===== src/kst_pkg.sv =====
// Package for the keyboard scancode translator: sizes, scancodes, command
// and register codes, the set-1 key table and the structs passed between blocks.
// No dependencies.
package kst_pkg;

  localparam int QUEUE_DEPTH = 64;
  localparam int TABLE_KEYS  = 58;
  localparam int PTR_W       = (QUEUE_DEPTH > 1) ? $clog2(QUEUE_DEPTH) : 1;
  localparam int COUNT_W     = $clog2(QUEUE_DEPTH + 1);
  localparam int TAB_W       = $clog2(TABLE_KEYS);
  localparam int KEYS        = 128;

  localparam int CHAR_W      = 8;
  localparam int CMD_W       = 2;
  localparam int LEVEL_W     = 7;
  localparam int CFG_ADDR_W  = 3;
  localparam int CFG_DATA_W  = 8;
  localparam int ARROWS      = 4;

  localparam logic [CMD_W-1:0] CMD_SCAN  = 2'd0;
  localparam logic [CMD_W-1:0] CMD_READ  = 2'd1;
  localparam logic [CMD_W-1:0] CMD_QUERY = 2'd2;

  localparam logic [CFG_ADDR_W-1:0] CFG_UP    = 3'd0;
  localparam logic [CFG_ADDR_W-1:0] CFG_DOWN  = 3'd1;
  localparam logic [CFG_ADDR_W-1:0] CFG_LEFT  = 3'd2;
  localparam logic [CFG_ADDR_W-1:0] CFG_RIGHT = 3'd3;

  localparam logic [CHAR_W-1:0] RST_UP    = 8'd17;
  localparam logic [CHAR_W-1:0] RST_DOWN  = 8'd18;
  localparam logic [CHAR_W-1:0] RST_LEFT  = 8'd19;
  localparam logic [CHAR_W-1:0] RST_RIGHT = 8'd20;

  localparam logic [7:0] SC_CTRL        = 8'h1D;
  localparam logic [7:0] SC_CTRL_BRK    = 8'h9D;
  localparam logic [7:0] SC_SHIFT_L     = 8'h2A;
  localparam logic [7:0] SC_SHIFT_R     = 8'h36;
  localparam logic [7:0] SC_SHL_BRK     = 8'hAA;
  localparam logic [7:0] SC_SHR_BRK     = 8'hB6;
  localparam logic [7:0] SC_CAPS        = 8'h3A;
  localparam logic [7:0] SC_ARROW_UP    = 8'h48;
  localparam logic [7:0] SC_ARROW_DOWN  = 8'h50;
  localparam logic [7:0] SC_ARROW_LEFT  = 8'h4B;
  localparam logic [7:0] SC_ARROW_RIGHT = 8'h4D;

  localparam logic [CHAR_W-1:0] CHAR_A_LO = 8'h61;
  localparam logic [CHAR_W-1:0] CHAR_Z_LO = 8'h7A;
  localparam logic [CHAR_W-1:0] CHAR_R_LO = 8'h72;
  localparam logic [CHAR_W-1:0] CHAR_R_UP = 8'h52;
  localparam logic [CHAR_W-1:0] CASE_GAP  = 8'd32;

  typedef struct packed {
    logic [CHAR_W-1:0] ch;
    logic              snap;
    logic              key_down;
  } kst_key_res_t;

  typedef struct packed {
    logic               queued;
    logic               dropped;
    logic               popped;
    logic [LEVEL_W-1:0] level;
  } kst_q_res_t;

  // Returns {unshifted, shifted} for one set-1 make code.
  function automatic logic [2*CHAR_W-1:0] key_lookup(input logic [TAB_W-1:0] idx);
    logic [2*CHAR_W-1:0] r;
    case (idx)
      6'd1:  r = {8'h1B, 8'h1B};
      6'd2:  r = {8'h31, 8'h21};
      6'd3:  r = {8'h32, 8'h40};
      6'd4:  r = {8'h33, 8'h23};
      6'd5:  r = {8'h34, 8'h24};
      6'd6:  r = {8'h35, 8'h25};
      6'd7:  r = {8'h36, 8'h5E};
      6'd8:  r = {8'h37, 8'h26};
      6'd9:  r = {8'h38, 8'h2A};
      6'd10: r = {8'h39, 8'h28};
      6'd11: r = {8'h30, 8'h29};
      6'd12: r = {8'h2D, 8'h5F};
      6'd13: r = {8'h3D, 8'h2B};
      6'd14: r = {8'h08, 8'h08};
      6'd15: r = {8'h09, 8'h09};
      6'd16: r = {8'h71, 8'h51};
      6'd17: r = {8'h77, 8'h57};
      6'd18: r = {8'h65, 8'h45};
      6'd19: r = {8'h72, 8'h52};
      6'd20: r = {8'h74, 8'h54};
      6'd21: r = {8'h79, 8'h59};
      6'd22: r = {8'h75, 8'h55};
      6'd23: r = {8'h69, 8'h49};
      6'd24: r = {8'h6F, 8'h4F};
      6'd25: r = {8'h70, 8'h50};
      6'd26: r = {8'h5B, 8'h7B};
      6'd27: r = {8'h5D, 8'h7D};
      6'd28: r = {8'h0A, 8'h0A};
      6'd30: r = {8'h61, 8'h41};
      6'd31: r = {8'h73, 8'h53};
      6'd32: r = {8'h64, 8'h44};
      6'd33: r = {8'h66, 8'h46};
      6'd34: r = {8'h67, 8'h47};
      6'd35: r = {8'h68, 8'h48};
      6'd36: r = {8'h6A, 8'h4A};
      6'd37: r = {8'h6B, 8'h4B};
      6'd38: r = {8'h6C, 8'h4C};
      6'd39: r = {8'h3B, 8'h3A};
      6'd40: r = {8'h27, 8'h22};
      6'd41: r = {8'h60, 8'h7E};
      6'd43: r = {8'h5C, 8'h7C};
      6'd44: r = {8'h7A, 8'h5A};
      6'd45: r = {8'h78, 8'h58};
      6'd46: r = {8'h63, 8'h43};
      6'd47: r = {8'h76, 8'h56};
      6'd48: r = {8'h62, 8'h42};
      6'd49: r = {8'h6E, 8'h4E};
      6'd50: r = {8'h6D, 8'h4D};
      6'd51: r = {8'h2C, 8'h3C};
      6'd52: r = {8'h2E, 8'h3E};
      6'd53: r = {8'h2F, 8'h3F};
      6'd57: r = {8'h20, 8'h20};
      default: r = '0;
    endcase
    return r;
  endfunction

endpackage


===== src/kst_in_if.sv =====
// Input channel of the scancode translator: valid/ready plus command and code.
// Depends on kst_pkg.
interface kst_in_if;
  logic                       valid;
  logic                       ready;
  logic [kst_pkg::CMD_W-1:0]  cmd;
  logic [7:0]                 scan_code;

  modport source (output valid, output cmd, output scan_code, input ready);
  modport sink   (input valid, input cmd, input scan_code, output ready);
endinterface


===== src/kst_out_if.sv =====
// Result channel of the scancode translator: valid/ready plus the result fields.
// Depends on kst_pkg.
interface kst_out_if;
  logic                         valid;
  logic                         ready;
  logic [kst_pkg::CHAR_W-1:0]   read_char;
  logic                         key_down;
  logic                         char_queued;
  logic                         char_dropped;
  logic                         snapshot_request;
  logic [kst_pkg::LEVEL_W-1:0]  queue_level;

  modport source (output valid, output read_char, output key_down, output char_queued,
                  output char_dropped, output snapshot_request, output queue_level,
                  input ready);
  modport sink   (input valid, input read_char, input key_down, input char_queued,
                  input char_dropped, input snapshot_request, input queue_level,
                  output ready);
endinterface


===== src/kst_ram.sv =====
// Generic single-port-write, single-port-read RAM with a registered read.
// No dependencies.
module kst_ram #(
  parameter int WIDTH = 8,
  parameter int DEPTH = 64
) (
  input  logic                     clk,
  input  logic                     we,
  input  logic [$clog2(DEPTH)-1:0] waddr,
  input  logic [WIDTH-1:0]         wdata,
  input  logic                     re,
  input  logic [$clog2(DEPTH)-1:0] raddr,
  output logic [WIDTH-1:0]         rdata
);

  logic [WIDTH-1:0] mem [DEPTH];
  logic [WIDTH-1:0] rdata_r;

  always_ff @(posedge clk) begin
    if (we) begin
      mem[waddr] <= wdata;
    end
    if (re) begin
      rdata_r <= mem[raddr];
    end
  end

  assign rdata = rdata_r;

endmodule


===== src/kst_keys.sv =====
// Modifier flags, key-down map, arrow code registers and set-1 translation.
// Depends on kst_pkg.
module kst_keys (
  input  logic                            clk,
  input  logic                            rst_n,
  input  logic                            accept,
  input  logic [kst_pkg::CMD_W-1:0]       cmd,
  input  logic [7:0]                      scan_code,
  input  logic                            cfg_we,
  input  logic [kst_pkg::CFG_ADDR_W-1:0]  cfg_addr,
  input  logic [kst_pkg::CFG_DATA_W-1:0]  cfg_wdata,
  output kst_pkg::kst_key_res_t           res
);

  logic                          ctrl_r, ctrl_nxt, shift_r, shift_nxt, caps_r, caps_nxt;
  logic                          ctrl_f, shift_f, caps_f;
  logic [kst_pkg::KEYS-1:0]      key_map_r, key_map_nxt;
  logic [kst_pkg::CHAR_W-1:0]    arrow_r [kst_pkg::ARROWS];
  logic [kst_pkg::CHAR_W-1:0]    arrow_ch, table_ch, ch;
  logic [2*kst_pkg::CHAR_W-1:0]  rom_pair;
  logic                          is_scan;

  assign is_scan = (cmd == kst_pkg::CMD_SCAN);

  always_comb begin
    ctrl_f  = ctrl_r;
    shift_f = shift_r;
    caps_f  = caps_r;
    case (scan_code)
      kst_pkg::SC_CTRL:                          ctrl_f  = 1'b1;
      kst_pkg::SC_CTRL_BRK:                      ctrl_f  = 1'b0;
      kst_pkg::SC_SHIFT_L, kst_pkg::SC_SHIFT_R:  shift_f = 1'b1;
      kst_pkg::SC_SHL_BRK, kst_pkg::SC_SHR_BRK:  shift_f = 1'b0;
      kst_pkg::SC_CAPS:                          caps_f  = ~caps_r;
      default: begin
      end
    endcase
  end

  always_comb begin
    ctrl_nxt    = ctrl_r;
    shift_nxt   = shift_r;
    caps_nxt    = caps_r;
    key_map_nxt = key_map_r;
    if (accept && is_scan) begin
      ctrl_nxt  = ctrl_f;
      shift_nxt = shift_f;
      caps_nxt  = caps_f;
      key_map_nxt[scan_code[6:0]] = ~scan_code[7];
    end
  end

  always_comb begin
    case (scan_code)
      kst_pkg::SC_ARROW_UP:    arrow_ch = arrow_r[kst_pkg::CFG_UP[1:0]];
      kst_pkg::SC_ARROW_DOWN:  arrow_ch = arrow_r[kst_pkg::CFG_DOWN[1:0]];
      kst_pkg::SC_ARROW_LEFT:  arrow_ch = arrow_r[kst_pkg::CFG_LEFT[1:0]];
      kst_pkg::SC_ARROW_RIGHT: arrow_ch = arrow_r[kst_pkg::CFG_RIGHT[1:0]];
      default:                 arrow_ch = '0;
    endcase
  end

  assign rom_pair = kst_pkg::key_lookup(scan_code[kst_pkg::TAB_W-1:0]);

  always_comb begin
    table_ch = '0;
    if (scan_code < 8'(kst_pkg::TABLE_KEYS)) begin
      table_ch = shift_f ? rom_pair[kst_pkg::CHAR_W-1:0]
                         : rom_pair[2*kst_pkg::CHAR_W-1:kst_pkg::CHAR_W];
      if (caps_f && table_ch >= kst_pkg::CHAR_A_LO && table_ch <= kst_pkg::CHAR_Z_LO) begin
        table_ch = table_ch - kst_pkg::CASE_GAP;
      end
    end
    ch = (arrow_ch != '0) ? arrow_ch : table_ch;
  end

  always_comb begin
    res.ch       = is_scan ? ch : '0;
    res.snap     = is_scan && ctrl_f && (ch == kst_pkg::CHAR_R_LO || ch == kst_pkg::CHAR_R_UP);
    res.key_down = (cmd == kst_pkg::CMD_QUERY) && !scan_code[7] && key_map_r[scan_code[6:0]];
  end

  always_ff @(posedge clk) begin
    if (!rst_n) begin
      ctrl_r    <= 1'b0;
      shift_r   <= 1'b0;
      caps_r    <= 1'b0;
      key_map_r <= '0;
      arrow_r[kst_pkg::CFG_UP[1:0]]    <= kst_pkg::RST_UP;
      arrow_r[kst_pkg::CFG_DOWN[1:0]]  <= kst_pkg::RST_DOWN;
      arrow_r[kst_pkg::CFG_LEFT[1:0]]  <= kst_pkg::RST_LEFT;
      arrow_r[kst_pkg::CFG_RIGHT[1:0]] <= kst_pkg::RST_RIGHT;
    end else begin
      ctrl_r    <= ctrl_nxt;
      shift_r   <= shift_nxt;
      caps_r    <= caps_nxt;
      key_map_r <= key_map_nxt;
      if (cfg_we && cfg_addr < 3'(kst_pkg::ARROWS)) begin
        arrow_r[cfg_addr[1:0]] <= cfg_wdata;
      end
    end
  end

  a_caps_toggles: assert property (@(posedge clk) disable iff (!rst_n)
    (accept && is_scan && scan_code == kst_pkg::SC_CAPS) |=> (caps_r != $past(caps_r)))
    else $error("caps lock did not toggle on its make code");

endmodule


===== src/kst_queue.sv =====
// Character FIFO: pointers and fill count around a registered-read RAM.
// Depends on kst_pkg and kst_ram.
module kst_queue (
  input  logic                         clk,
  input  logic                         rst_n,
  input  logic                         accept,
  input  logic                         push_req,
  input  logic                         pop_req,
  input  logic [kst_pkg::CHAR_W-1:0]   wdata,
  output kst_pkg::kst_q_res_t          res,
  output logic [kst_pkg::CHAR_W-1:0]   rdata
);

  logic [kst_pkg::PTR_W-1:0]   rd_ptr_r, rd_ptr_nxt, wr_ptr_r, wr_ptr_nxt;
  logic [kst_pkg::COUNT_W-1:0] count_r, count_nxt;
  logic                        full, empty, do_push, do_pop;

  assign full    = (count_r == kst_pkg::COUNT_W'(kst_pkg::QUEUE_DEPTH));
  assign empty   = (count_r == '0);
  assign do_push = accept && push_req && !full;
  assign do_pop  = accept && pop_req && !empty;

  always_comb begin
    rd_ptr_nxt = rd_ptr_r;
    wr_ptr_nxt = wr_ptr_r;
    count_nxt  = count_r;
    if (do_push) begin
      wr_ptr_nxt = (wr_ptr_r == kst_pkg::PTR_W'(kst_pkg::QUEUE_DEPTH - 1)) ? '0
                                                                          : wr_ptr_r + 1'b1;
      count_nxt  = count_r + 1'b1;
    end
    if (do_pop) begin
      rd_ptr_nxt = (rd_ptr_r == kst_pkg::PTR_W'(kst_pkg::QUEUE_DEPTH - 1)) ? '0
                                                                          : rd_ptr_r + 1'b1;
      count_nxt  = count_r - 1'b1;
    end
  end

  always_comb begin
    res.queued  = do_push;
    res.dropped = accept && push_req && full;
    res.popped  = do_pop;
    res.level   = kst_pkg::LEVEL_W'(count_nxt);
  end

  kst_ram #(
    .WIDTH (kst_pkg::CHAR_W),
    .DEPTH (kst_pkg::QUEUE_DEPTH)
  ) u_ram (
    .clk   (clk),
    .we    (do_push),
    .waddr (wr_ptr_r),
    .wdata (wdata),
    .re    (do_pop),
    .raddr (rd_ptr_r),
    .rdata (rdata)
  );

  always_ff @(posedge clk) begin
    if (!rst_n) begin
      rd_ptr_r <= '0;
      wr_ptr_r <= '0;
      count_r  <= '0;
    end else begin
      rd_ptr_r <= rd_ptr_nxt;
      wr_ptr_r <= wr_ptr_nxt;
      count_r  <= count_nxt;
    end
  end

  a_count_bound: assert property (@(posedge clk) disable iff (!rst_n)
    count_r <= kst_pkg::COUNT_W'(kst_pkg::QUEUE_DEPTH))
    else $error("queue count above depth");

  a_ptrs_meet: assert property (@(posedge clk) disable iff (!rst_n)
    (wr_ptr_r == rd_ptr_r) |-> (empty || full))
    else $error("pointers equal with a partly filled queue");

  a_ptrs_apart: assert property (@(posedge clk) disable iff (!rst_n)
    (empty || full) |-> (wr_ptr_r == rd_ptr_r))
    else $error("pointers apart with an empty or full queue");

endmodule


===== src/keyboard_scancode_translator_fifo.sv =====
// Top level of the set-1 scancode translator with its character queue.
// Depends on kst_pkg, kst_in_if, kst_out_if, kst_keys and kst_queue.
//
// One beat is accepted per clock cycle while the result channel is not stalled, and
// every beat yields exactly one result beat. Flags, the key-down map and the queue
// pointers update in the acceptance cycle; the result then passes the stage-1 registers
// and the registered read of the 64-entry character RAM, then the output register.
// The queue RAM needs no clearing pass after reset. Arrow codes are to be written through
// the cfg port only while the block is idle; the block itself does not enforce this.
module keyboard_scancode_translator_fifo (
  input  logic                            clk,
  input  logic                            rst_n,
  kst_in_if.sink                          in_ch,
  kst_out_if.source                       out_ch,
  input  logic                            cfg_we,
  input  logic [kst_pkg::CFG_ADDR_W-1:0]  cfg_addr,
  input  logic [kst_pkg::CFG_DATA_W-1:0]  cfg_wdata
);

  kst_pkg::kst_key_res_t        key_res;
  kst_pkg::kst_q_res_t          q_res;
  logic [kst_pkg::CHAR_W-1:0]   q_rdata;
  logic                         accept, push_req, s1_adv;

  logic                         s1_valid_r;
  kst_pkg::kst_key_res_t        s1_key_r;
  kst_pkg::kst_q_res_t          s1_q_r;

  logic                         out_valid_r;
  logic [kst_pkg::CHAR_W-1:0]   out_char_r;
  logic                         out_kd_r, out_queued_r, out_dropped_r, out_snap_r;
  logic [kst_pkg::LEVEL_W-1:0]  out_level_r;

  assign s1_adv      = !out_valid_r || out_ch.ready;
  assign in_ch.ready = !s1_valid_r || s1_adv;
  assign accept      = in_ch.valid && in_ch.ready;
  assign push_req    = (key_res.ch != '0) && !key_res.snap;

  kst_keys u_keys (
    .clk       (clk),
    .rst_n     (rst_n),
    .accept    (accept),
    .cmd       (in_ch.cmd),
    .scan_code (in_ch.scan_code),
    .cfg_we    (cfg_we),
    .cfg_addr  (cfg_addr),
    .cfg_wdata (cfg_wdata),
    .res       (key_res)
  );

  kst_queue u_queue (
    .clk      (clk),
    .rst_n    (rst_n),
    .accept   (accept),
    .push_req (push_req),
    .pop_req  (in_ch.cmd == kst_pkg::CMD_READ),
    .wdata    (key_res.ch),
    .res      (q_res),
    .rdata    (q_rdata)
  );

  always_ff @(posedge clk) begin
    if (!rst_n) begin
      s1_valid_r  <= 1'b0;
      out_valid_r <= 1'b0;
    end else begin
      if (accept) begin
        s1_valid_r <= 1'b1;
      end else if (s1_adv) begin
        s1_valid_r <= 1'b0;
      end
      if (s1_adv) begin
        out_valid_r <= s1_valid_r;
      end
    end
  end

  always_ff @(posedge clk) begin
    if (accept) begin
      s1_key_r <= key_res;
      s1_q_r   <= q_res;
    end
    if (s1_adv && s1_valid_r) begin
      out_char_r    <= s1_q_r.popped ? q_rdata : '0;
      out_kd_r      <= s1_key_r.key_down;
      out_queued_r  <= s1_q_r.queued;
      out_dropped_r <= s1_q_r.dropped;
      out_snap_r    <= s1_key_r.snap;
      out_level_r   <= s1_q_r.level;
    end
  end

  assign out_ch.valid            = out_valid_r;
  assign out_ch.read_char        = out_char_r;
  assign out_ch.key_down         = out_kd_r;
  assign out_ch.char_queued      = out_queued_r;
  assign out_ch.char_dropped     = out_dropped_r;
  assign out_ch.snapshot_request = out_snap_r;
  assign out_ch.queue_level      = out_level_r;

  a_popped_nonzero: assert property (@(posedge clk) disable iff (!rst_n)
    (s1_valid_r && s1_q_r.popped) |-> (q_rdata != '0))
    else $error("popped a zero character from the queue");

  a_flags_exclusive: assert property (@(posedge clk) disable iff (!rst_n)
    out_valid_r |-> !((out_queued_r && out_dropped_r) || (out_queued_r && out_snap_r)
                      || (out_dropped_r && out_snap_r)))
    else $error("more than one scancode outcome flagged in a beat");

endmodule


===== src/flat_wrapper.sv =====
// flat-port wrapper written by rule: the top's interface ports become plain ports
module keyboard_scancode_translator_fifo_flat 
  (clk, rst_n, cfg_we, cfg_addr, cfg_wdata, in_ch_valid, in_ch_cmd, in_ch_scan_code, in_ch_ready, out_ch_valid, out_ch_read_char, out_ch_key_down, out_ch_char_queued, out_ch_char_dropped, out_ch_snapshot_request, out_ch_queue_level, out_ch_ready);
  kst_in_if in_ch_i ();
  kst_out_if out_ch_i ();
  input  logic clk;
  input  logic rst_n;
  input  logic cfg_we;
  input  logic [kst_pkg::CFG_ADDR_W-1:0] cfg_addr;
  input  logic [kst_pkg::CFG_DATA_W-1:0] cfg_wdata;
  input wire logic [$bits(in_ch_i.valid)-1:0] in_ch_valid;
  input wire logic [$bits(in_ch_i.cmd)-1:0] in_ch_cmd;
  input wire logic [$bits(in_ch_i.scan_code)-1:0] in_ch_scan_code;
  output wire logic [$bits(in_ch_i.ready)-1:0] in_ch_ready;
  output wire logic [$bits(out_ch_i.valid)-1:0] out_ch_valid;
  output wire logic [$bits(out_ch_i.read_char)-1:0] out_ch_read_char;
  output wire logic [$bits(out_ch_i.key_down)-1:0] out_ch_key_down;
  output wire logic [$bits(out_ch_i.char_queued)-1:0] out_ch_char_queued;
  output wire logic [$bits(out_ch_i.char_dropped)-1:0] out_ch_char_dropped;
  output wire logic [$bits(out_ch_i.snapshot_request)-1:0] out_ch_snapshot_request;
  output wire logic [$bits(out_ch_i.queue_level)-1:0] out_ch_queue_level;
  input wire logic [$bits(out_ch_i.ready)-1:0] out_ch_ready;
  assign in_ch_i.valid = in_ch_valid;
  assign in_ch_i.cmd = in_ch_cmd;
  assign in_ch_i.scan_code = in_ch_scan_code;
  assign in_ch_ready = in_ch_i.ready;
  assign out_ch_valid = out_ch_i.valid;
  assign out_ch_read_char = out_ch_i.read_char;
  assign out_ch_key_down = out_ch_i.key_down;
  assign out_ch_char_queued = out_ch_i.char_queued;
  assign out_ch_char_dropped = out_ch_i.char_dropped;
  assign out_ch_snapshot_request = out_ch_i.snapshot_request;
  assign out_ch_queue_level = out_ch_i.queue_level;
  assign out_ch_i.ready = out_ch_ready;
  keyboard_scancode_translator_fifo u_core (.clk(clk), .rst_n(rst_n), .in_ch(in_ch_i), .out_ch(out_ch_i), .cfg_we(cfg_we), .cfg_addr(cfg_addr), .cfg_wdata(cfg_wdata));
endmodule

===== config.mk =====
export PLATFORM = sky130hd
export DESIGN_NAME = keyboard_scancode_translator_fifo_flat
export DESIGN_NICKNAME = d
export VERILOG_FILES = /design/src/kst_pkg.sv /design/src/kst_in_if.sv /design/src/kst_out_if.sv /design/src/kst_ram.sv /design/src/kst_keys.sv /design/src/kst_queue.sv /design/src/keyboard_scancode_translator_fifo.sv /design/src/flat_wrapper.sv
export SDC_FILE = /design/constraint.sdc
export NUM_CORES = 1
export LEC_CHECK = 0
export BUFFER_PORTS_ARGS = -buffer_cell sky130_fd_sc_hd__buf_2
export CAP_MARGIN = 5
export CORE_ASPECT_RATIO = 1.25
export CORE_MARGIN = 2
export CORE_UTILIZATION = 45
export CTS_CLUSTER_SIZE = 20
export DETAILED_ROUTE_END_ITERATION = 8
export SLEW_MARGIN = 40
export SYNTH_ARGS = -nofsm -noshare
export SYNTH_HDL_FRONTEND = slang
export SYNTH_HIERARCHICAL = 1
export SYNTH_SLANG_ARGS = --single-unit

===== constraint.sdc =====
create_clock -name clk -period 12.2 [get_ports clk]
set_input_delay 0.61 -clock clk [delete_from_list [all_inputs] [get_ports clk]]
set_output_delay 0.61 -clock clk [all_outputs]
set_load 0.005 [all_outputs]

==> flow_summary.ini, run 1 <==
[run_status]
status = completed

[synthesis]
ys_seq_area_share_pct = 65.3
synthesis.nets = 2092
synth_compound_area_share_pct = 9.89
synth_edf_count = 583
synthMuxAreaShare_pct = 13.9
yosysWarnings = 6
synth_fa_ha_area_share_pct = 0.796
synth_top_family_by_area = multiplexers
synth.avg_cell_area_um2 = 15.4
syn-cell-area_mm2 = 0.0314
synth_xor_area_share_pct = 0.306
async_reset_ff_share_pct = 0
ys_types = 85
synthTopCellsByArea = edfxtp_1 56%, mux4_2 12%, dfxtp_1 9.7%
synth_top_area_share_pct = 55.7
synthCells = 2046
ys_ff_latch = 735
synthSimpleGateAreaFrac_pct = 6.78
synth_top_cell_by_area = edfxtp_1
synth_ff_type = edfxtp_1

[clock_tree]
ctsResizeCount = 0
hold_buffers = 0
h-tree-depth = 3
cts_root_buf = clkbuf_16
cts.sinks = 735
cts_buffers = 73
cts_tree = built
post_cts_buffers = 0
clkSlewWorstSetupHoldPaths_ns = 0.06
clockBufferDepth = 3
clk_latency_ns = 0.62

[grt]
grt_pass1_wl_um = 117000
grt_overflow = 0
grt_usage_pct = 21.7
antenna_found_initial = 2
grt_start_max_net_pins = 119
grt_pass1_vias = 18400

[timing]
rsz0062_at_grt = false
finalMaxSlewViolations = 0
fin_crit_ns = 7.29
finalCritPeriodShare_pct = 59.8
slew_headroom_pct = 44.7
hold_viol = 0
worstMarginPinSlew_ns = 0.828
clock_skew_ns = 0.0305
fmaxAchievable_mhz = 137
setup-tns-final_ns = 0
finalSetupViolCount = 0
hold_ws_ns = 0.278
layout_setup_ws_ns = 4.91

[finish]
drive_gt1_share_pct = 20.7
layout.nets = 2085
antenna_cells = 0
fill_cells = 5686
finish.instance_area_mm2 = 0.0349
area_growth_pct = 11.0

[floorplan]
ioPinCount = 47
dieArea_mm2 = 0.0720
dieHeight_um = 300
fp.coreArea_mm2 = 0.0693
die_x_um = 240
start_util_pct = 45.4
rows = 108

[critical_path]
r2r_cells = 16
crit_path_start = in_ch_scan_code[1]
critPathRequiredTime_ns = 12.44
cp_max_fo = 65
crit_type = input pin to register
reg2reg_from = u_core/u_keys/shift_r
endpoint_kind = register
worstPathArrival_ns = 7.53
cp-start-kind = input pin

[flow_run]
max_cap_violations = 0

[place]
hpwlAfterDp_um = 47700
preCtsSetupSlack_ns = 4.36
port_buffers = 46
place_congestion = 0.833
dpl_cell_area_mm2 = 0.0325

[hold_path]
min_from = in_ch_valid
hp-class = input pin to register
hold_path_depth = 3

[power_and_ir_drop]
vdd.ir_drop.worst_mv = 0.116
power.density_mw_per_mm2 = 148
p_leak_nw = 10.9
total_power_w = 0.00518

[detailed_routing]
drt-wirelength-per-cell_um = 25.7
drc = 0
ant_nets = 0
drt_iter0_drc = 1818
routed_wl_um = 77800
first_pass_iters = 5
vias = 18600
vias_per_cell = 6.13
## routing by layer
metal  vias up  wire length (um)  track usage (%)
li1       8225                 -                -
met2       655             39600             36.5
met4         4              2220             7.38
met5         -                26                0
met1      9574             31300             28.8
met3       122              4570             3.32
## path summary, 6_finish.rpt
| kind | end | slack (ns) |
|---|---|---|
| max reg2reg | u_core/u_queue/u_ram/mem[43][4] | 6.13 |
| max | u_core/u_queue/u_ram/mem[43][4] | 4.91 |
| min reg2reg | u_core/out_ch.queue_level[5] | 0.42 |
| min | u_core/s1_valid_r | 0.28 |
## synth_stat cells (15+ instances only)
| cell | instances |
|---|---|
| a21oi_1 | 169 |
| a311oi_1 | 129 |
| and2_1 | 38 |
| buf_2 | 27 |
| buf_4 | 25 |
| clkbuf_1 | 98 |
| dfxtp_1 | 152 |
| edfxtp_1 | 583 |
| ha_1 | 20 |
| inv_1 | 17 |
| mux2_2 | 15 |
| mux2i_1 | 42 |
| mux4_2 | 166 |
| nand2_1 | 77 |
| nand2b_1 | 32 |
| nand3_1 | 32 |
| nor2_1 | 124 |
| nor2b_1 | 25 |
| nor3_1 | 32 |
| o21ai_0 | 21 |
## cells by family after synthesis
family	Yosys count
AOI/OAI and AO/OA	444
DFF	735
adders and majority gates	20
xor gates and xnor gates	11
and+or+nand+nor	422
muxes	226
buffers and inverters	188
## worst max-delay path, stage by stage
cell and delay, ns:
buf_2 0.07, buf_4 0.60, ha_1 0.48, nand4b_1 0.17, a21oi_2 0.23, mux2i_1 0.56, mux2_2 0.44, a21o_1 0.15
and4bb_1 0.26, a311oi_2 0.07, a31oi_1 0.25, and2_2 0.17, buf_4 0.60, nor4_1 0.11, a21oi_1 0.30, and2_1 0.19
o21ai_1 0.18, inv_1 0.40, nand3_1 0.72, nor2_1 0.88
## sequential cells by signal, indices dropped and copies added (netlist names), 7 cells and up
| name | cells |
|---|---|
| u_core/u_queue/u_ram/mem | 512 |
| u_core/u_keys/key_map_r | 128 |
| u_core/u_keys/arrow_r | 32 |
| u_core/s1_q_r | 10 |
| u_core/out_ch.read_char | 8 |
| u_core/u_queue/u_ram/rdata | 8 |
| u_core/out_ch.queue_level | 7 |
| u_core/u_queue/count_r | 7 |
## stage by stage
step / util, % / cells
floorplan: - / 2046
CTS: 50.3 / 3029
detailed placement: 46.8 / 2898
finish: 50.4 / 3030
global route: 50.4 / 3030
global placement: 46.7 / 2898
## where the power goes
| group | switching (W) | internal [W] |
|---|---|---|
| Sequential | 0.0000129 | 0.00270 |
| Clock | 0.000953 | 0.00130 |
| Combinational | 0.000142 | 0.0000734 |
| Total | 0.00111 | 0.00407 |
## placed cells by master (no fill, tap or decap), drive strengths merged, types with 7 or more instances in the layout
cell type / n
bufinv: 7
clkinv: 22
a221oi: 11
a211oi: 10
edfxtp: 583
buf: 86
ha: 20
o22ai: 13
nor2: 124
dfxtp: 152
nand2: 77
nor3: 32
o21ai: 25
nand3b: 7
and2: 39
o21a: 7
clkbuf: 95
mux2i: 44
nor2b: 26
a22o: 8
inv: 22
xnor2: 9
nand3: 32
mux2: 16
and3: 11
o221ai: 12
a31oi: 8
a311oi: 130
mux4: 166
nand2b: 32
a21oi: 170
## area by class of cell
type / count / area (um2) / share of cell area [%]
flip-flops and latches: 735 / 20600 / 58.9
clock buffers: 94 / 1970 / 5.63
inverters: 19 / 75.1 / 0.215
clock inverters: 37 / 433 / 1.24
well taps: 935 / 1170 / 3.35
multi-input cells: 1123 / 10100 / 29.0
repair buffers: 87 / 583 / 1.67
Power figures use the tool's default switching activity.
==> run 2, diff against run 1 <==
Clock period 12.2 ns to 6.2 ns, I/O delays scaled along.
==> flow_summary.ini, run 2 (synthesized netlist as in run 1, its figures left out) <==
[run_status]
status = completed

[power_and_ir_drop]
switching_share_pct = 21.5
vdd.ir_drop.worst_mv = 0.242
power.density_mw_per_mm2 = 289
p_leak_nw = 11.0
pwr-share-clk_pct = 43.2
combPwrFrac_pct = 4.2
seq_power_share_pct = 52.6
switchingPower_w = 0.00219
p_int_w = 0.00796

[critical_path]
critPathRequiredTime_ns = 6.43
slowest_stage = nor2_1
critPathBufInv = 3
cp_max_fo = 22
cp_top_family = simple AND/OR/NAND/NOR gates
cp_cell_sequence = buf_2 -> inv_1 -> ha_1 -> mux2_2 -> o31a_1 -> a221oi_1 -> mux2_2 -> a21o_1 -> and4bb_1 -> a311oi_2 -> a31oi_1 -> and4_1 -> a21oi_1 -> and2_1 -> o21ai_1 -> inv_1 -> nor2b_1 -> nand2_1 -> nor2_1
crit_type = input pin to register
cpPeakStageDelay_ns = 0.75
endpoint_kind = register
cp-start-kind = input pin
worstPathArrival_ns = 5.64

[floorplan]
fp.coreArea_mm2 = 0.0693
ioPinCount = 47
rows = 108
die_x_um = 240
dieArea_mm2 = 0.0720
dieHeight_um = 300
start_util_pct = 45.4

[timing]
finalCritPeriodShare_pct = 87.2
slew_headroom_pct = 43.8
setup-tns-final_ns = 0
clock_skew_ns = 0.0212
fin_crit_ns = 5.40
finalMaxSlewViolations = 0
rsz0062_at_grt = false
fmaxAchievable_mhz = 185
worstMarginPinSlew_ns = 0.843
hold_viol = 0
finalSetupViolCount = 0

[detailed_routing]
drt-wirelength-per-cell_um = 24.5
drc = 0
first_pass_iters = 5
ant_nets = 0
routed_wl_um = 75000
vias_per_cell = 6.04
vias = 18500
drt_iter0_drc = 1902

[clock_tree]
cts_root_buf = clkbuf_16
cts_tree = built
h-tree-depth = 3
cts_buffers = 74
post_cts_buffers = 0
cts.sinks = 735
clockBufferDepth = 3
clkSlewWorstSetupHoldPaths_ns = 0.06
clk_latency_ns = 0.61

[finish]
area_growth_pct = 11.6
largest_reg_flops = 512
fill_cells = 5762
antenna_cells = 0
mostFrequentLayoutCells = 583 x edfxtp_1, 167 x a21oi_1, 166 x mux4_2
drive_gt1_share_pct = 21.8
instances_no_fill = 3061
largest_register = u_core/u_queue/u_ram/mem
layout_commonest_cell = edfxtp_1
layout.nets = 2111

[grt]
grt_start_max_net_pins = 89
grt_pass1_wl_um = 115000
grt_pass1_vias = 18500
antenna_found_initial = 0
grt_usage_pct = 20.9
grt_overflow = 0

[place]
place_congestion = 0.899
hpwlAfterDp_um = 46000
port_buffers = 46
numPlacedInstances = 2920

[hold_path]
hp-class = input pin to register

[flow_run]
max_cap_violations = 0
## run 2: cell count changes in the layout (fill, tap and decap cells not counted), moves of 4 or more
cell,previous run,this run
clkinv_2,10,21
nor2_1,109,105
buf_4,36,59
nor2_2,11,15
clkbuf_1,15,11
## run 2: per-layer routing
metal	part of all wire [%]	GRT usage, %
met2	50	35.1
met5	0	0
met4	2.9	7.13
met3	5.1	2.73
met1	42	28.2
## run 2: worst reg2reg max path: cells and delay by family, from the launching register on
kind / cells / cell delay (ns)
flip-flops: 1 / 0.36
multiplexers: 1 / 0.40
AND/OR/NAND/NOR: 6 / 2.17
AO/OA/AOI/OAI: 6 / 1.41
buffers and inverters: 2 / 0.21
## run 2: power groups by stage
stage               logic (W)  clock network (W)  registers [W]
finish               0.000425            0.00438        0.00534
global route         0.000461            0.00465        0.00534
CTS                  0.000418            0.00447        0.00534
detailed placement   0.000415                  0        0.00545
global placement     0.000409                  0        0.00544
floorplan            0.000308                  0        0.00543
## run 2: what timing repair did
item | in CTS | in global routing
hold endpoints to repair | 3 | 0
gates resized for setup | 0 | 0
hold buffers | 3 | 0
## run 2: per-stage QoR
| step | hold slack (ns) | total power [W] | utilization [%] | setup slack (ns) | cell area (um2) |
|---|---|---|---|---|---|
| 6_report | 0.0428 | 0.0101 | 50.6 | 0.797 | 35100 |
| 5_1_grt | 0.0399 | 0.0105 | 50.6 | 0.434 | 35100 |
| 4_1_cts | 0.0174 | 0.0102 | 50.5 | 0.864 | 35000 |
| 3_5_place_dp | 0.405 | 0.00586 | 47.0 | 0.239 | 32600 |
| 3_3_place_gp | 0.403 | 0.00585 | 47.0 | 0.380 | 32600 |
| 2_1_floorplan | 0.400 | 0.00574 | - | 0.0922 | 31500 |
## run 2: final cells by class
cell class	count	area, um2	share of cell area, %
inverters	19	75.1	0.214
multi-input cells	1123	10100	28.8
flip-flops and latches	735	20600	58.6
repair buffers	112	790	2.25
clock buffers	92	2010	5.73
well taps	935	1170	3.33
clock inverters	45	373	1.06
## run 2: worst paths after layout
check                        startpoint                               to  slack [ns]  depth (start not counted)
setup reg to reg  u_core/u_keys/shift_r  u_core/u_queue/u_ram/mem[16][5]        1.26                         15
setup / recovery     in_ch_scan_code[1]  u_core/u_queue/u_ram/mem[16][5]        0.80                         19
hold / removal             cfg_wdata[2]      u_core/u_keys/arrow_r[3][2]        0.04                          2
hold reg to reg        u_core/s1_q_r[3]     u_core/out_ch.queue_level[3]        0.41                          0
==> run 3, diff against run 2 <==
Settings changed: CORE_MARGIN 2 to default.
Clock period 6.2 ns to 5.4 ns, I/O delays scaled along.
==> flow_summary.ini, run 3 (synthesized netlist as in run 1, its figures left out) <==
[run_status]
status = completed

[finish]
layout.nets = 2197
final_core_util_pct = 51.6
layout_commonest_cell = edfxtp_1
drive_gt1_share_pct = 24.0
multi_input_comb_area_mm2 = 0.0101
antenna_cells = 0
largest_reg_flops = 512
mostFrequentLayoutCells = 583 x edfxtp_1, 167 x a21oi_1, 166 x mux4_2
area_growth_pct = 13.7
largest_register = u_core/u_queue/u_ram/mem
regArea_mm2 = 0.0206
fill_cells = 5741

[clock_tree]
h-tree-depth = 3
post_cts_buffers = 0
clkSlewWorstSetupHoldPaths_ns = 0.06
clockBufferDepth = 3
cts_root_buf = clkbuf_16
cts.sinks = 735
cts_buffers = 74
ctsResizeCount = 0
clk_latency_ns = 0.62
cts_tree = built

[floorplan]
die_x_um = 238
dieArea_mm2 = 0.0710
dieHeight_um = 298
rows = 108
start_util_pct = 45.4
fp.coreArea_mm2 = 0.0693
ioPinCount = 47

[critical_path]
cp_cell_sequence = buf_2 -> inv_1 -> ha_1 -> nand4bb_1 -> a21oi_2 -> mux2i_1 -> o21ai_0 -> o22ai_1 -> and4bb_1 -> a311oi_2 -> a31oi_1 -> and4_1 -> a21oi_1 -> and2_1 -> o21ai_1 -> inv_1 -> buf_4 -> nand3_1 -> buf_4 -> nor2_1 -> buf_4
r2r_slack_ns = 1.16
rr_endpoint = u_core/u_queue/u_ram/mem[45][7]
endpoint_kind = register
cp_top_family = compound AO/OA/AOI/OAI gates
r2r_cells = 18
critPathBufInv = 6
cp-start-kind = input pin
reg2reg_from = u_core/u_keys/shift_r
worstPathArrival_ns = 4.84
slowest_stage = mux2i_1
crit_top_cell = buf_4
critPathRequiredTime_ns = 5.72
crit_type = input pin to register
cpPeakStageDelay_ns = 0.44
cp_max_fo = 12

[grt]
grt_overflow = 0
grt_usage_pct = 22.3
grt_pass1_vias = 19100
antenna_found_initial = 0
grt_start_max_net_pins = 93
grt_pass1_wl_um = 120000

[flow_run]
max_cap_violations = 0

[place]
port_buffers = 46
hpwlAfterDp_um = 48500
place_congestion = 0.876

[timing]
worstMarginPinSlew_ns = 0.865
finalCritPeriodShare_pct = 83.7
hold_viol = 0
finalMaxSlewViolations = 0
finalSetupViolCount = 0
clock_skew_ns = 0.0184
fin_crit_ns = 4.52
fmaxAchievable_mhz = 221
setup-tns-final_ns = 0
slew_headroom_pct = 42.3
rsz0062_at_grt = false

[detailed_routing]
first_pass_iters = 5
vias_per_cell = 6.01
drt_iter0_drc = 1580
vias = 18900
ant_nets = 0
routed_wl_um = 78100
drt-wirelength-per-cell_um = 24.8
drc = 0

[hold_path]
hold_path_depth = 2
min_from = in_ch_cmd[0]
hold-path-endpoint = u_core/s1_key_r[0]
hp-class = input pin to register

[power_and_ir_drop]
vdd.ir_drop.worst_mv = 0.272
power.density_mw_per_mm2 = 324
p_leak_nw = 11.4
[run 3: changes by cell type in the layout (fill, tap and decap cells not counted), moves of 3 or more]
cell / before / now
nor2_1: 105 / 100
inv_6: 5 / 2
clkbuf_8: 5 / 1
clkbuf_1: 11 / 18
dlygate4sd3_1: 3 / 11
clkinvlp_4: 4 / 1
clkinv_2: 21 / 13
buf_6: 1 / 4
nor2_2: 15 / 20
clkinv_1: 9 / 16
buf_4: 59 / 133
[run 3: per-stage QoR]
stage	hold slack [ns]	power (W)	cells	area [um2]	setup slack, ns
3_5_place_dp	0.407	0.00676	2997	33200	0.273
6_report	0.0410	0.0116	3145	35700	0.881
3_3_place_gp	0.404	0.00675	2997	33200	0.324
5_1_grt	0.0219	0.0120	3145	35700	0.350
4_1_cts	0.00618	0.0117	3143	35700	0.916
2_1_floorplan	0.387	0.00659	2046	31500	-0.0822
[run 3: worst max path at each step]
| stage | start | endpoint | cells after the start | slack (ns) |
|---|---|---|---|---|
| floorplan | in_ch_scan_code[0] | u_core/u_queue/u_ram/mem[62][0] | 20 | -0.08 |
| global placement | in_ch_scan_code[0] | u_core/u_queue/u_ram/mem[45][0] | 22 | 0.32 |
| detailed placement | in_ch_scan_code[0] | u_core/u_queue/u_ram/mem[45][1] | 21 | 0.27 |
| CTS | in_ch_scan_code[0] | u_core/u_queue/u_ram/mem[45][1] | 21 | 0.92 |
| global route | in_ch_scan_code[0] | u_core/u_queue/u_ram/mem[29][3] | 21 | 0.35 |
| finish | in_ch_scan_code[0] | u_core/u_queue/u_ram/mem[45][7] | 21 | 0.88 |
[run 3: where the power goes]
| part | switching (W) | leakage [nW] | internal (W) |
|---|---|---|---|
| clock | 0.00212 | 1.14 | 0.00283 |
| combinational | 0.000326 | 3.44 | 0.000189 |
| sequential | 0.0000286 | 6.81 | 0.00610 |
| total | 0.00247 | 11.4 | 0.00912 |
[run 3: timing repair]
| action | 4_1_cts | 5_1_grt |
|---|---|---|
| hold endpoints to repair | 34 | 0 |
| hold buffers | 11 | 0 |
| setup endpoints to repair | 0 | 0 |
[run 3: area by class of cell]
| cell class | count | share of cell area, % |
|---|---|---|
| repair buffers | 198 | 4.14 |
| flip-flops and latches | 735 | 57.5 |
| multi-input cells | 1123 | 28.3 |
| well taps | 935 | 3.27 |
| inverters | 19 | 0.210 |
| clock buffers | 96 | 5.62 |
| clock inverters | 39 | 0.903 |
[run 3: per-layer routing]
metal / GRT usage (%) / share of wire [%] / vias to the layer above
met5: 0 / 0 / -
li1: - / - / 8465
met2: 37.7 / 51 / 661
met4: 7.45 / 2.8 / 0
met1: 29.7 / 41 / 9672
met3: 2.62 / 5.3 / 115
